[config.mk]
export PLATFORM = sky130hd
export DESIGN_NAME = motor_speed_pid_with_feedforward_top
export DESIGN_NICKNAME = d
export VERILOG_FILES = /design/src/rtl/mspid_pkg.sv /design/src/rtl/motor_speed_pid_with_feedforward_top.sv
export SDC_FILE = /design/constraint.sdc
export NUM_CORES = 2
export LEC_CHECK = 0
export ABC_AREA = 1
export BUFFER_PORTS_ARGS = -buffer_cell sky130_fd_sc_hd__buf_2
export CAP_MARGIN = 5
export CORE_MARGIN = 2
export CORE_UTILIZATION = 40
export DETAILED_ROUTE_END_ITERATION = 6
export MAX_ROUTING_LAYER = met4
export SYNTH_ARGS = -nofsm -noshare
export SYNTH_HDL_FRONTEND = slang
export SYNTH_SLANG_ARGS = --single-unit
[constraint.sdc]
create_clock -name clock -period 13.2 [get_ports clock]
set_input_delay 3.3 -clock clock [delete_from_list [all_inputs] [get_ports clock]]
set_output_delay 3.3 -clock clock [all_outputs]
set_load 0.05 [all_outputs]
[src/rtl/mspid_pkg.sv]
// ----------------------------------------------------------------------------
// mspid_pkg
// Shared types, codes and helpers for the motor speed regulator.
// ----------------------------------------------------------------------------
package mspid_pkg;

   typedef enum logic [1:0] {
      OP_TICK     = 2'd0,
      OP_SETPOINT = 2'd1,
      OP_STOP     = 2'd2
   } op_type;

   localparam logic [1:0] DIR_COAST   = 2'd0;
   localparam logic [1:0] DIR_FORWARD = 2'd1;
   localparam logic [1:0] DIR_REVERSE = 2'd2;

   localparam logic [2:0] CSR_PROP_GAIN    = 3'd0;
   localparam logic [2:0] CSR_INTEG_GAIN   = 3'd1;
   localparam logic [2:0] CSR_DERIV_GAIN   = 3'd2;
   localparam logic [2:0] CSR_STARTUP_DUTY = 3'd3;
   localparam logic [2:0] CSR_STARTUP_LEN  = 3'd4;
   localparam logic [2:0] CSR_RUN_MIN_DUTY = 3'd5;
   localparam logic [2:0] CSR_FF_FORWARD   = 3'd6;
   localparam logic [2:0] CSR_FF_REVERSE   = 3'd7;

   // RPM in Q15.8 per count/ms: 60 * 1000 * 256
   localparam logic [63:0] SPEED_SCALE = 64'd15360000;

   localparam int unsigned MUL_STEPS = 32;
   localparam int unsigned NUM_W     = 56;
   localparam int unsigned CNT_W     = 6;

   typedef enum logic [3:0] {
      ST_IDLE,
      ST_SPD_MUL,
      ST_DIV,
      ST_SPD_FIN,
      ST_CTRL,
      ST_PID_MUL,
      ST_PID_FIN,
      ST_FF_SETUP,
      ST_FF_MUL,
      ST_FF_FIN,
      ST_APPLY,
      ST_DONE
   } state_type;

   function automatic longint sat64(longint v, longint lo, longint hi);
      longint r;
      r = v;
      if (v < lo) r = lo;
      else if (v > hi) r = hi;
      return r;
   endfunction

   // round to nearest, ties away from zero, then drop 16 fraction bits
   function automatic longint shr_round16(longint v);
      longint m;
      longint r;
      m = (v < 0) ? -v : v;
      r = (m + 64'sd32768) >>> 16;
      return (v < 0) ? -r : r;
   endfunction

endpackage

[src/rtl/motor_speed_pid_with_feedforward_top.sv]
// ----------------------------------------------------------------------------
// motor_speed_pid_with_feedforward_top
// Speed regulator: RPM from encoder counts, incremental PID with feedforward.
// ----------------------------------------------------------------------------
// A request is a millisecond tick, a new setpoint or a stop; each request
// gives one response showing the state after it. Setpoints, stops and ticks
// that do not end a sample period go from accept straight to the done state.
// A tick that closes a sample runs through one bit-serial shift-add
// multiplier and a restoring divider: speed product, speed division, then
// the three PID products and the feedforward product where the mode and the
// feedforward registers call for them. The multiplier and divider step one
// bit per cycle. A new request is taken while the previous response still
// waits on the output register.
module motor_speed_pid_with_feedforward_top #(
   parameter int unsigned SAMPLE_MS      = 20,
   parameter int unsigned COUNTS_PER_REV = 360,
   parameter int unsigned ZERO_EPS       = 1,
   parameter int unsigned PWM_LIMIT      = 255
) (
   input  logic                clock,
   input  logic                reset,
   input  logic                req_valid,
   output logic                req_ready,
   input  logic [1:0]          req_operation,
   input  logic [31:0]         req_encoder_count,
   input  logic signed [23:0]  req_target_speed,
   output logic                rsp_valid,
   input  logic                rsp_ready,
   output logic [7:0]          rsp_duty,
   output logic [1:0]          rsp_direction,
   output logic                rsp_in_startup,
   output logic signed [23:0]  rsp_measured_speed,
   output logic signed [16:0]  rsp_feedforward_duty,
   input  logic                csr_wr_en,
   input  logic [2:0]          csr_index,
   input  logic [63:0]         csr_wdata
);
   import mspid_pkg::*;

   localparam longint      LimQ    = longint'(PWM_LIMIT) * 256;
   localparam int unsigned DW      = $clog2(PWM_LIMIT * 256 + 1) + 1;
   localparam int unsigned STW     = $clog2(SAMPLE_MS + 1);
   localparam int unsigned Divisor = COUNTS_PER_REV * SAMPLE_MS;
   localparam int unsigned RW      = $clog2(Divisor) + 1;
   localparam longint      Eps     = longint'(ZERO_EPS);

   // configuration
   logic signed [31:0] kp_ff, ki_ff, kd_ff;
   logic [7:0]         sdut_ff, rmin_ff;
   logic [15:0]        slen_ff;
   logic [63:0]        fwd_ff, rev_ff;

   state_type state_ff, state_in;

   logic [31:0]          last_count_ff, last_count_in;
   logic [STW-1:0]       sample_ff, sample_in;
   logic [15:0]          stimer_ff, stimer_in;
   logic                 sflag_ff, sflag_in;
   logic signed [23:0]   target_ff, target_in;
   logic signed [23:0]   speed_ff, speed_in;
   logic signed [DW-1:0] prev_ff, prev_in;
   logic signed [23:0]   ep_ff, ep_in, ep2_ff, ep2_in, err_ff, err_in;
   logic signed [DW-1:0] drive_ff, drive_in;
   logic signed [DW-1:0] ffwd_ff, ffwd_in;
   logic signed [63:0]   pid_ff, pid_in;
   logic                 dneg_ff, dneg_in;
   logic                 srun_ff, srun_in;
   logic [63:0]          mcand_ff, mcand_in, acc_ff, acc_in;
   logic [31:0]          mplier_ff, mplier_in;
   logic [CNT_W-1:0]     cnt_ff, cnt_in;
   logic [1:0]           term_ff, term_in;
   logic [NUM_W-1:0]     numer_ff, numer_in;
   logic [RW-1:0]        rem_ff, rem_in;

   logic                      rsp_valid_ff, rsp_valid_in;
   logic [7:0]                duty_ff, duty_in;
   logic [1:0]                dir_ff, dir_in;
   logic                      rstart_ff, rstart_in;
   logic signed [23:0]        rspeed_ff, rspeed_in;
   logic signed [16:0]        rff_ff, rff_in;

   logic        accept;
   logic [63:0] step_acc;
   logic [RW:0] trial;

   assign req_ready = (state_ff == ST_IDLE);
   assign accept    = req_valid && req_ready;
   assign step_acc  = acc_ff + (mplier_ff[0] ? mcand_ff : 64'd0);
   assign trial     = {rem_ff, numer_ff[NUM_W-1]};

   always_ff @(posedge clock) begin
      if (reset) begin
         kp_ff   <= '0;
         ki_ff   <= '0;
         kd_ff   <= '0;
         sdut_ff <= '0;
         slen_ff <= '0;
         rmin_ff <= '0;
         fwd_ff  <= '0;
         rev_ff  <= '0;
      end else if (csr_wr_en) begin
         unique case (csr_index)
            CSR_PROP_GAIN:    kp_ff   <= csr_wdata[31:0];
            CSR_INTEG_GAIN:   ki_ff   <= csr_wdata[31:0];
            CSR_DERIV_GAIN:   kd_ff   <= csr_wdata[31:0];
            CSR_STARTUP_DUTY: sdut_ff <= csr_wdata[7:0];
            CSR_STARTUP_LEN:  slen_ff <= csr_wdata[15:0];
            CSR_RUN_MIN_DUTY: rmin_ff <= csr_wdata[7:0];
            CSR_FF_FORWARD:   fwd_ff  <= csr_wdata;
            CSR_FF_REVERSE:   rev_ff  <= csr_wdata;
         endcase
      end
   end

   always_ff @(posedge clock) begin
      if (reset) begin
         state_ff      <= ST_IDLE;
         last_count_ff <= '0;
         sample_ff     <= '0;
         stimer_ff     <= '0;
         sflag_ff      <= 1'b0;
         target_ff     <= '0;
         speed_ff      <= '0;
         prev_ff       <= '0;
         ep_ff         <= '0;
         ep2_ff        <= '0;
         drive_ff      <= '0;
         ffwd_ff       <= '0;
         srun_ff       <= 1'b0;
         rsp_valid_ff  <= 1'b0;
      end else begin
         state_ff      <= state_in;
         last_count_ff <= last_count_in;
         sample_ff     <= sample_in;
         stimer_ff     <= stimer_in;
         sflag_ff      <= sflag_in;
         target_ff     <= target_in;
         speed_ff      <= speed_in;
         prev_ff       <= prev_in;
         ep_ff         <= ep_in;
         ep2_ff        <= ep2_in;
         drive_ff      <= drive_in;
         ffwd_ff       <= ffwd_in;
         srun_ff       <= srun_in;
         rsp_valid_ff  <= rsp_valid_in;
      end
   end

   always_ff @(posedge clock) begin
      err_ff    <= err_in;
      pid_ff    <= pid_in;
      dneg_ff   <= dneg_in;
      mcand_ff  <= mcand_in;
      acc_ff    <= acc_in;
      mplier_ff <= mplier_in;
      cnt_ff    <= cnt_in;
      term_ff   <= term_in;
      numer_ff  <= numer_in;
      rem_ff    <= rem_in;
      duty_ff   <= duty_in;
      dir_ff    <= dir_in;
      rstart_ff <= rstart_in;
      rspeed_ff <= rspeed_in;
      rff_ff    <= rff_in;
   end

   always_comb begin
      logic [31:0]  d;
      logic [32:0]  snext;
      longint       sp, tgt, e, kp, ki, kd, c0, c1, c2, v, total, act, rmin, sd, q, m;
      logic         ff_en;
      logic [63:0]  sel;
      logic         is_small_old;

      state_in      = state_ff;
      last_count_in = last_count_ff;
      sample_in     = sample_ff;
      stimer_in     = stimer_ff;
      sflag_in      = sflag_ff;
      target_in     = target_ff;
      speed_in      = speed_ff;
      prev_in       = prev_ff;
      ep_in         = ep_ff;
      ep2_in        = ep2_ff;
      drive_in      = drive_ff;
      ffwd_in       = ffwd_ff;
      srun_in       = srun_ff;
      err_in        = err_ff;
      pid_in        = pid_ff;
      dneg_in       = dneg_ff;
      mcand_in      = mcand_ff;
      acc_in        = acc_ff;
      mplier_in     = mplier_ff;
      cnt_in        = cnt_ff;
      term_in       = term_ff;
      numer_in      = numer_ff;
      rem_in        = rem_ff;
      rsp_valid_in  = rsp_valid_ff && !rsp_ready;
      duty_in       = duty_ff;
      dir_in        = dir_ff;
      rstart_in     = rstart_ff;
      rspeed_in     = rspeed_ff;
      rff_in        = rff_ff;

      d     = req_encoder_count - last_count_ff;
      snext = 33'(sample_ff) + 33'd1;
      sp    = longint'(req_target_speed);
      tgt   = longint'(target_ff);
      kp    = longint'(kp_ff);
      ki    = longint'(ki_ff);
      kd    = longint'(kd_ff);
      c0    = kp + kd;
      c1    = ki - kp - 2 * kd;
      c2    = kd;
      e     = sat64(tgt - longint'(speed_ff), -64'sd8388608, 64'sd8388607);
      rmin  = ((longint'(rmin_ff) > longint'(PWM_LIMIT)) ? longint'(PWM_LIMIT)
                                                         : longint'(rmin_ff)) * 256;
      sd    = ((longint'(sdut_ff) > longint'(PWM_LIMIT)) ? longint'(PWM_LIMIT)
                                                         : longint'(sdut_ff)) * 256;
      ff_en = (fwd_ff[63:32] != 32'd0) && (rev_ff[63:32] != 32'd0);
      sel   = (tgt > 0) ? fwd_ff : rev_ff;
      is_small_old = (tgt <= Eps) && (tgt >= -Eps);
      v     = 0;
      total = longint'(ffwd_ff) + longint'(pid_ff);
      act   = 0;
      q     = 0;
      m     = 0;

      unique case (state_ff)
         ST_IDLE: begin
            if (accept) begin
               state_in = ST_DONE;
               priority case (req_operation)
                  OP_TICK: begin
                     if (stimer_ff != 16'hFFFF) stimer_in = stimer_ff + 16'd1;
                     sample_in = STW'(snext);
                     if (snext >= 33'(SAMPLE_MS)) begin
                        last_count_in = req_encoder_count;
                        sample_in     = '0;
                        dneg_in       = d[31];
                        mcand_in      = SPEED_SCALE;
                        mplier_in     = d[31] ? (32'd0 - d) : d;
                        acc_in        = '0;
                        cnt_in        = CNT_W'(MUL_STEPS - 1);
                        state_in      = ST_SPD_MUL;
                     end
                  end
                  OP_SETPOINT: begin
                     if ((sp <= Eps) && (sp >= -Eps)) begin
                        target_in = '0;
                        sflag_in  = 1'b0;
                        prev_in   = '0;
                        ep_in     = '0;
                        ep2_in    = '0;
                        ffwd_in   = '0;
                        drive_in  = '0;
                     end else begin
                        target_in = req_target_speed;
                        if (is_small_old || (tgt > Eps && sp < -Eps) ||
                            (tgt < -Eps && sp > Eps)) begin
                           prev_in   = '0;
                           ep_in     = '0;
                           ep2_in    = '0;
                           ffwd_in   = '0;
                           stimer_in = '0;
                           sflag_in  = (slen_ff != 16'd0) && (sdut_ff != 8'd0);
                        end
                     end
                  end
                  OP_STOP: begin
                     target_in     = '0;
                     sflag_in      = 1'b0;
                     prev_in       = '0;
                     ep_in         = '0;
                     ep2_in        = '0;
                     ffwd_in       = '0;
                     drive_in      = '0;
                     last_count_in = req_encoder_count;
                     sample_in     = '0;
                     speed_in      = '0;
                  end
                  default: ;
               endcase
            end
         end

         ST_SPD_MUL: begin
            acc_in    = step_acc;
            mcand_in  = mcand_ff << 1;
            mplier_in = mplier_ff >> 1;
            cnt_in    = cnt_ff - CNT_W'(1);
            if (cnt_ff == '0) begin
               numer_in = step_acc[NUM_W-1:0] + NUM_W'(Divisor / 2);
               rem_in   = '0;
               cnt_in   = CNT_W'(NUM_W - 1);
               state_in = ST_DIV;
            end
         end

         ST_DIV: begin
            // restoring division, one quotient bit per cycle
            if (trial >= (RW + 1)'(Divisor)) begin
               rem_in   = RW'(trial - (RW + 1)'(Divisor));
               numer_in = {numer_ff[NUM_W-2:0], 1'b1};
            end else begin
               rem_in   = trial[RW-1:0];
               numer_in = {numer_ff[NUM_W-2:0], 1'b0};
            end
            cnt_in = cnt_ff - CNT_W'(1);
            if (cnt_ff == '0) state_in = ST_SPD_FIN;
         end

         ST_SPD_FIN: begin
            q = longint'({8'd0, numer_ff});
            if (dneg_ff) speed_in = 24'(sat64(-q, -64'sd8388608, 64'sd8388607));
            else         speed_in = 24'(sat64(q, -64'sd8388608, 64'sd8388607));
            state_in = ST_CTRL;
         end

         ST_CTRL: begin
            if (is_small_old) begin
               prev_in  = '0;
               ep_in    = '0;
               ep2_in   = '0;
               ffwd_in  = '0;
               drive_in = '0;
               state_in = ST_DONE;
            end else if (sflag_ff && (stimer_ff < slen_ff)) begin
               prev_in  = '0;
               ep_in    = '0;
               ep2_in   = '0;
               drive_in = DW'((tgt > 0) ? sd : -sd);
               srun_in  = 1'b1;
               state_in = ST_FF_SETUP;
            end else begin
               if (sflag_ff) sflag_in = 1'b0;
               srun_in   = 1'b0;
               err_in    = 24'(e);
               mcand_in  = (e < 0) ? 64'(-c0) : 64'(c0);
               mplier_in = 32'((e < 0) ? -e : e);
               acc_in    = '0;
               term_in   = 2'd0;
               cnt_in    = CNT_W'(MUL_STEPS - 1);
               state_in  = ST_PID_MUL;
            end
         end

         ST_PID_MUL: begin
            acc_in    = step_acc;
            mcand_in  = mcand_ff << 1;
            mplier_in = mplier_ff >> 1;
            cnt_in    = cnt_ff - CNT_W'(1);
            if (cnt_ff == '0) begin
               cnt_in  = CNT_W'(MUL_STEPS - 1);
               term_in = term_ff + 2'd1;
               if (term_ff == 2'd0) begin
                  m         = longint'(ep_ff);
                  mcand_in  = (m < 0) ? 64'(-c1) : 64'(c1);
                  mplier_in = 32'((m < 0) ? -m : m);
               end else if (term_ff == 2'd1) begin
                  m         = longint'(ep2_ff);
                  mcand_in  = (m < 0) ? 64'(-c2) : 64'(c2);
                  mplier_in = 32'((m < 0) ? -m : m);
               end else begin
                  state_in = ST_PID_FIN;
               end
            end
         end

         ST_PID_FIN: begin
            pid_in   = 64'(longint'(prev_ff) + shr_round16(longint'(acc_ff)));
            state_in = ST_FF_SETUP;
         end

         ST_FF_SETUP: begin
            if (!ff_en) begin
               ffwd_in  = '0;
               state_in = srun_ff ? ST_DONE : ST_APPLY;
            end else begin
               m         = longint'($signed(sel[63:32]));
               mcand_in  = (tgt < 0) ? 64'(-m) : 64'(m);
               mplier_in = 32'((tgt < 0) ? -tgt : tgt);
               acc_in    = '0;
               cnt_in    = CNT_W'(MUL_STEPS - 1);
               state_in  = ST_FF_MUL;
            end
         end

         ST_FF_MUL: begin
            acc_in    = step_acc;
            mcand_in  = mcand_ff << 1;
            mplier_in = mplier_ff >> 1;
            cnt_in    = cnt_ff - CNT_W'(1);
            if (cnt_ff == '0) state_in = ST_FF_FIN;
         end

         ST_FF_FIN: begin
            v = shr_round16(longint'(acc_ff)) + longint'($signed(sel[31:0]));
            ffwd_in  = DW'(sat64(v, -LimQ, LimQ));
            state_in = srun_ff ? ST_DONE : ST_APPLY;
         end

         ST_APPLY: begin
            // running clamp: no reversal, lift small drive to the minimum
            if (tgt > Eps) begin
               if (total <= 0)        act = 0;
               else if (total < rmin) act = rmin;
               else                   act = sat64(total, 0, LimQ);
            end else if (tgt < -Eps) begin
               if (total >= 0)         act = 0;
               else if (-total < rmin) act = -rmin;
               else                    act = sat64(total, -LimQ, 0);
            end
            act      = sat64(act, -LimQ, LimQ);
            prev_in  = DW'(sat64(act - longint'(ffwd_ff), -LimQ, LimQ));
            ep2_in   = ep_ff;
            ep_in    = err_ff;
            drive_in = DW'(act);
            state_in = ST_DONE;
         end

         ST_DONE: begin
            if (!rsp_valid_ff || rsp_ready) begin
               m = longint'(drive_ff);
               m = (m < 0) ? -m : m;
               q = sat64((m + 128) >>> 8, 0, 255);
               duty_in      = 8'(q);
               dir_in       = (q == 0) ? DIR_COAST : ((m != 0 && drive_ff > 0) ?
                                                      DIR_FORWARD : DIR_REVERSE);
               rstart_in    = sflag_ff;
               rspeed_in    = speed_ff;
               rff_in       = 17'(sat64(longint'(ffwd_ff), -64'sd65536, 64'sd65535));
               rsp_valid_in = 1'b1;
               state_in     = ST_IDLE;
            end
         end

         default: state_in = ST_IDLE;
      endcase
   end

   assign rsp_valid            = rsp_valid_ff;
   assign rsp_duty             = duty_ff;
   assign rsp_direction        = dir_ff;
   assign rsp_in_startup       = rstart_ff;
   assign rsp_measured_speed   = rspeed_ff;
   assign rsp_feedforward_duty = rff_ff;

   a_dir_duty: assert property (@(posedge clock) disable iff (reset)
      rsp_valid |-> ((rsp_direction == DIR_COAST) == (rsp_duty == 8'd0)))
      else $error("direction and duty disagree");

   a_drive_lim: assert property (@(posedge clock) disable iff (reset)
      (longint'(drive_ff) <= LimQ) && (longint'(drive_ff) >= -LimQ))
      else $error("applied drive beyond limit");

   a_one_req: assert property (@(posedge clock) disable iff (reset)
      accept |=> !req_ready)
      else $error("request taken while busy");

   a_startup_tgt: assert property (@(posedge clock) disable iff (reset)
      sflag_ff |-> (target_ff != 24'sd0))
      else $error("startup active without setpoint");

endmodule

* Yosys cells after proc, flatten, opt, wreduce, memory -nomap -nowiden *
Index checks and enable logic that the tools add are counted.

cells by class
  add/sub/neg operators = 34
  magnitude comparators = 42
  eq/ne operators = 46
  mux-type cells = 153
  bitwise gates (word level) = 2
  reduce and logical (&&, ||, !) cells = 68

operators with widths
  cell                                                                     number
  64-bit two-way mux                                                       44
  32-bit two-way mux                                                       15
  64-bit one-hot mux with 5 select lines                                   1
  17-bit two-way mux                                                       17
  24-bit two-way mux                                                       12
  64-bit by 17-bit > comparator with 1-bit output (second input constant)  4
  64-bit by 17-bit < comparator with 1-bit output (second input constant)  4
  64-bit one-hot mux with 4 select lines                                   1
  64-bit by 1-bit < comparator with 1-bit output (second input constant)   3
  32-bit one-hot mux with 5 select lines                                   1
  24-bit one-hot mux with 2 select lines                                   3
  24-bit one-hot mux with 3 select lines                                   2
  17-bit by 64-bit adder with 64-bit output                                2
  64-bit by 17-bit < comparator with 1-bit output                          2
  32-bit negator with 64-bit output                                        2
  64-bit negator                                                           2
  24-bit by 1-bit < comparator with 1-bit output (second input constant)   5
  56-bit one-hot mux with 2 select lines                                   1
  17-bit one-hot mux with 3 select lines                                   2
  24-bit negator with 32-bit output                                        3
  17-bit one-hot mux with 2 select lines                                   2
  17-bit one-hot mux with 4 select lines                                   1
  64-bit by 17-bit adder with 64-bit output (second input constant)        1
  64-bit by 32-bit adder with 64-bit output                                1
  102 further kinds                                                        214

storage, ports and cells
  bits in registers = 842
  output and inout port bits = 54

* Longest topological paths before layout *
  depth after elaboration = 18
  gate-level depth with buffers = 69

* Worst setup path after synthesis *
Ideal clock, no wire load.

  kind = input port to flip-flop
  start point = in req_operation[0]
  end point = reg mcand_ff[0], enable pin
  setup time = 0.582 ns
  data arrival time = 8.517 ns
  data required time = 12.618 ns
  setup slack = 4.101 ns
  stages = 6
  cells stage by stage = inv_1 -> ha_1 -> nand2_1 -> nand2_1 -> nand4_1 -> a21oi_1

on the way
  longest elaborated chain between the ends = 3

ends and longest elaborated chain
  item                                                        line                                         source
  start: declaration                                          motor_speed_pid_with_feedforward_top.sv:24   input logic [1:0] req_operation,
  2-bit logical NOT                                           motor_speed_pid_with_feedforward_top.sv:233  priority case (req_operation)
  2-bit by 1-bit inequality test with 1-bit output (no line)  n/a
  7-bit AND reduction (no line)                               n/a
  end signal: assignment                                      motor_speed_pid_with_feedforward_top.sv:153  mcand_ff <= mcand_in;
  end: declaration                                            motor_speed_pid_with_feedforward_top.sv:68   logic [63:0] mcand_ff, mcand_in, acc_ff, acc_in;

Every way passes these cells.
A chain may end at the register's enable or synchronous reset.

* Final worst setup path *
  start point = reg ffwd_ff[16]
  end point = reg prev_ff[8]

on the way
  longest elaborated chain between the ends = 18
  elaborated cells on any way between the ends = 32
  those cells by class = 3 x add/sub; 12 x order compare; 17 x mux

ends and longest elaborated chain
  item                                                                                line                                         source
  start: declaration                                                                  motor_speed_pid_with_feedforward_top.sv:64   logic signed [DW-1:0] ffwd_ff, ffwd_in;
  start signal: assignment                                                            motor_speed_pid_with_feedforward_top.sv:143  ffwd_ff <= ffwd_in;
  branches (longest 13 deep; another with 17-bit by 64-bit adder with 64-bit output)  n/a
  64-bit by 17-bit subtractor with 64-bit output *                                    motor_speed_pid_with_feedforward_top.sv:415  prev_in = DW'(sat64(act - longint'(ffwd_ff), -LimQ, LimQ));
  64-bit by 17-bit > comparator with 1-bit output                                     mspid_pkg.sv:52                              else if (v > hi) r = hi;
  17-bit two-way mux                                                                  mspid_pkg.sv:52
  17-bit two-way mux *                                                                mspid_pkg.sv:51                              if (v < lo) r = lo;
  17-bit one-hot mux with 3 select lines *                                            motor_speed_pid_with_feedforward_top.sv:229  unique case (state_ff)
  end signal: assignment                                                              motor_speed_pid_with_feedforward_top.sv:139  prev_ff <= prev_in;
  end: declaration                                                                    motor_speed_pid_with_feedforward_top.sv:61   logic signed [DW-1:0] prev_ff, prev_in;

Every way passes the cells marked *. The select of a mux whose other input is x is not followed.

==> impl.org <==
** Run status
- Status :: finished with violations
- Violated checks :: design-rule violations

** Yosys
- Fraction of the mapped netlist area in compound gates :: 16.94%
- Async set-or-reset flop fraction in the synthesized netlist :: 0%
- Of the synthesized area, sequential elements account for 26.13%.
- Basic-gate share of the synthesized area counting and, or, nand and nor cells :: 30.62%
- Xor and xnor area share after synthesis :: 6.883%
- Summing every instance area after synthesis gives 79020 um2.
- Yosys printed 0 warnings.
- After synthesis, the share of cell area in mux cells is 0.4560%.
- In this run, synthesis inferred 379 flip-flops with an integrated enable.
- Syn nets :: 12900
- Gate count after technology mapping :: 12240
- Count of different cell masters after synthesis :: 80
- A synthesized cell averages 6.458 um2.
- Synthesized-area fraction occupied by adder cells :: 8.899%
- In this run, synthesis produced a sequential element count of 842.
- After synthesis, the largest family of logic cells by area is simple AND/OR/NAND/NOR gates.
- Among all flip-flop cells after synthesis, the most frequent one is sky130_fd_sc_hd__dfxtp_1.

** STA
- Derived from the worst setup path, the maximum achievable clock frequency is 95.96 MHz.
- The final hold violation count was 0.
- Relative slew margins :: 17.27%
- Setup violations remaining at the end of the flow were counted as 0.
- The smallest clock period supported by the final layout is computed as 10420 ps.
- Worst-Margin Slew :: 1228 ps
- Final cycle utilization of the critical path :: 78.95%
- The clock arrives with 71.62 ps of skew.
- The number of max-slew violations in the final report came to 0.
- Adding up every negative setup slack in the final design gives 0 ps.
- Setup repair after global routing left no endpoint under its margin.

** Floorplanning
- Total core area :: 196800 um2
- Die extent in x :: 448.5 um
- The die covers 201100 um2.
- Site row count :: 163
- Once the floorplan was initialized, standard cells occupied 40.15% of the core.
- DIE HEIGHT :: 448.5 um
- In this run the count of I/O pins placed on the die edge is 184.

** Critical path
- For the worst setup path, the data required time is 13840 ps.
- Top Family by Delay on Critical Path :: simple AND/OR/NAND/NOR gates
- Source of the worst register-to-register timing path :: ffwd_ff[16]
- For this run, the slowest stage of the critical path takes 1090 ps.
- Register-to-register path setup slack :: 2780 ps
- Path type of the worst setup path :: reg2reg
- The worst setup path is captured at a flip-flop.
- Reg2Reg Depth :: 56
- Data on the critical path arrives at its endpoint at 11060 ps.
- Cell with the biggest individual delay on the critical path :: sky130_fd_sc_hd__dfxtp_2
- Maximum fanout along the worst path :: 51
- Nature of the critical path startpoint :: flip-flop
- The most numerous cell type found on the critical path is sky130_fd_sc_hd__nand2_1.
- The critical path contains buffers and inverters numbering 5 combined.
- Worst r2r dst :: prev_ff[8]

** Clock tree
- Sink Count :: 842
- Buffer count from post-CTS setup fixing :: 0
- The H-tree was split into 3 levels.
- Hold buffer count at CTS :: 0
- Clock Pin Slew Worst Setup and Hold Paths :: 60 ps
- CTS placed an instance of sky130_fd_sc_hd__clkbuf_16 at the clock tree root.
- Post-CTS repair changed the size of 0 cells.
- For the worst-skew pair, the clock arrives at the later sink with an insertion delay of 790 ps.
- The clock passes through at most 3 buffers.
- Clock tree from TritonCTS :: built
- Number of clock buffers inserted by TritonCTS :: 103

** GRT
- The first global-routing pass estimated 445700 um of wire.
- Via count of the first global-routing pass :: 77390
- Pin count of the biggest net entering global routing :: 138
- Sum of overflow across all layers after global routing :: 0
- The initial antenna violation count was 19.
- GRT Util Overall :: 29.12%

** Routing
- Mean routed wirelength per cell :: 19.43 um
- The detailed router finished its first iteration with 6820 violations.
- Drt via density :: 5.419
- For this run, the detailed router's first-pass iteration total came to 7.
- Summed over all layers, the routed wires come to 291700 um.
- Overall via count from detail_route :: 81370
- Final ANT Viol Nets :: 0
- # DRC :: 1

** Place
- Final HPWL DP :: 233600 um
- Number of port buffers :: 183
- At the end of routability-driven placement, the weighted congestion stood at 0.9871.
- Instance area after placement :: 82690 um2

** Hold path
- Endpoint with the worst hold slack :: rsp_in_startup
- The min-delay analysis places its worst path in the category reg2reg.
- Number of cells on the worst hold path :: 0
- The worst hold path begins at sflag_ff.

** Job
- Max-cap check violation count :: 0

** Pwr
- Max IR drop VDD :: 0.1741 mV
- For this design the static power due to leakage is 40.31 nW.
- Total power density per cell area :: 248.3 nW/um2

** Cells and area
- Finished layout cell area :: 86270 um2
- Relative to the synthesized area, the layout overhead comes to 9.178%.
- The post-route netlist has 5.903% of its cells at a drive strength greater than 1.
- Final-stage net count :: 12950
-- through the flow --
stage | worst slack, ps | power [mW] | hold slack [ps] | instances | util, %
6_report | 2779 | 21.42 | 452.1 | 15020 | 43.83
5_1_grt | 1814 | 23.24 | 463.9 | 15010 | 43.83
4_1_cts | 2927 | 21.29 | 445.7 | 15010 | 43.82
3_5_place_dp | 2961 | 18.17 | 430.0 | 14810 | 42.01
3_3_place_gp | 3057 | 18.11 | 417.8 | 14810 | 42.01
2_1_floorplan | 4101 | 14.19 | 408.2 | 12240 | -
-- layout by cell type (no fill, tap or decap), drive strengths merged, types with 49 or more instances in the layout --
master   instances
dfxtp          463
or2             50
nand4          206
o2111ai         51
nand2         2821
a31oi           76
o221ai          49
nor3           225
nor4            91
a21oi         1081
edfxtp         379
xor2           435
o21ai          865
nor2          1567
buf            259
inv           1771
nand3          674
clkbuf         138
o21a            52
ha             498
xnor2          180
-- flip-flops by register name, summed over array words and instances, names as in the netlist, 32 cells and up --
signal         cells
acc_ff            64
fwd_ff            64
kd_ff             32
ki_ff             32
kp_ff             32
last_count_ff     32
mcand_ff          64
mplier_ff         32
numer_ff          56
pid_ff            64
rev_ff            64
-- synthesized netlist by cell type (52+ instances only) --
library cell / instances / area share, %
sky130_fd_sc_hd__nand3_1: 657 / 4.2
sky130_fd_sc_hd__nand2_1: 2775 / 13
sky130_fd_sc_hd__dfxtp_1: 463 / 12
sky130_fd_sc_hd__nor4_1: 89 / 0.70
sky130_fd_sc_hd__xnor2_1: 180 / 2.0
sky130_fd_sc_hd__o21ai_0: 836 / 5.3
sky130_fd_sc_hd__a31oi_1: 76 / 0.60
sky130_fd_sc_hd__ha_1: 498 / 7.9
sky130_fd_sc_hd__xor2_1: 428 / 4.7
sky130_fd_sc_hd__clkbuf_1: 259 / 1.2
sky130_fd_sc_hd__o21a_1: 52 / 0.49
sky130_fd_sc_hd__a21oi_1: 1077 / 6.8
sky130_fd_sc_hd__inv_1: 1738 / 8.3
sky130_fd_sc_hd__nor3_1: 214 / 1.4
sky130_fd_sc_hd__nor2_1: 1506 / 7.2
sky130_fd_sc_hd__edfxtp_1: 379 / 14
sky130_fd_sc_hd__nand4_1: 204 / 1.6
-- layer usage --
| layer | track usage, % | up-vias | wire length [um] |
|---|---|---|---|
| met5 | - | - | 0 |
| met4 | 11.66 | 0 | 12780 |
| met3 | 2.898 | 516 | 16120 |
| met2 | 47.76 | 2492 | 135200 |
| met1 | 36.75 | 37840 | 127600 |
| li1 | - | 40520 | - |
-- cells by family after synthesis --
family                     Yosys count
DFF                                842
muxes                               32
AOI/OAI and AO/OA                 2414
xor gates and xnor gates           615
buffers and inverters             2097
adders and majority gates          538
and+or+nand+nor                   5697
-- area by class of cell --
type,instances,area (um2)
fill,20740,110500
antenna,9,22.52
clock inverter,55,594.3
clock buffer,138,2965
sequential,842,20650
multi-input combinational,9296,50570
tap,2640,3303
inverter,1776,6673
timing repair buffer,259,1489
-- worst max path at each step --
| stage | from | end | slack, ps | cells past startpoint |
|---|---|---|---|---|
| 3_3_place_gp | ffwd_ff[16] | prev_ff[8] | 3060 | 54 |
| 6_report | ffwd_ff[16] | prev_ff[8] | 2780 | 56 |
| 4_1_cts | ffwd_ff[16] | prev_ff[8] | 2930 | 56 |
| 3_5_place_dp | ffwd_ff[16] | prev_ff[8] | 2960 | 56 |
| 5_1_grt | ffwd_ff[16] | prev_ff[8] | 1810 | 53 |
| 2_1_floorplan | req_operation[0] | mcand_ff[0] | 4100 | 6 |
-- power breakdown --
part | internal, mW | switching [mW] | leakage [nW]
registers | 3.73 | 0.528 | 7.28
clock network | 1.73 | 1.29 | 1.73
logic | 4.26 | 9.89 | 31.3
total | 9.72 | 11.7 | 40.3
Note: power is estimated with default switching activity, not from simulation.
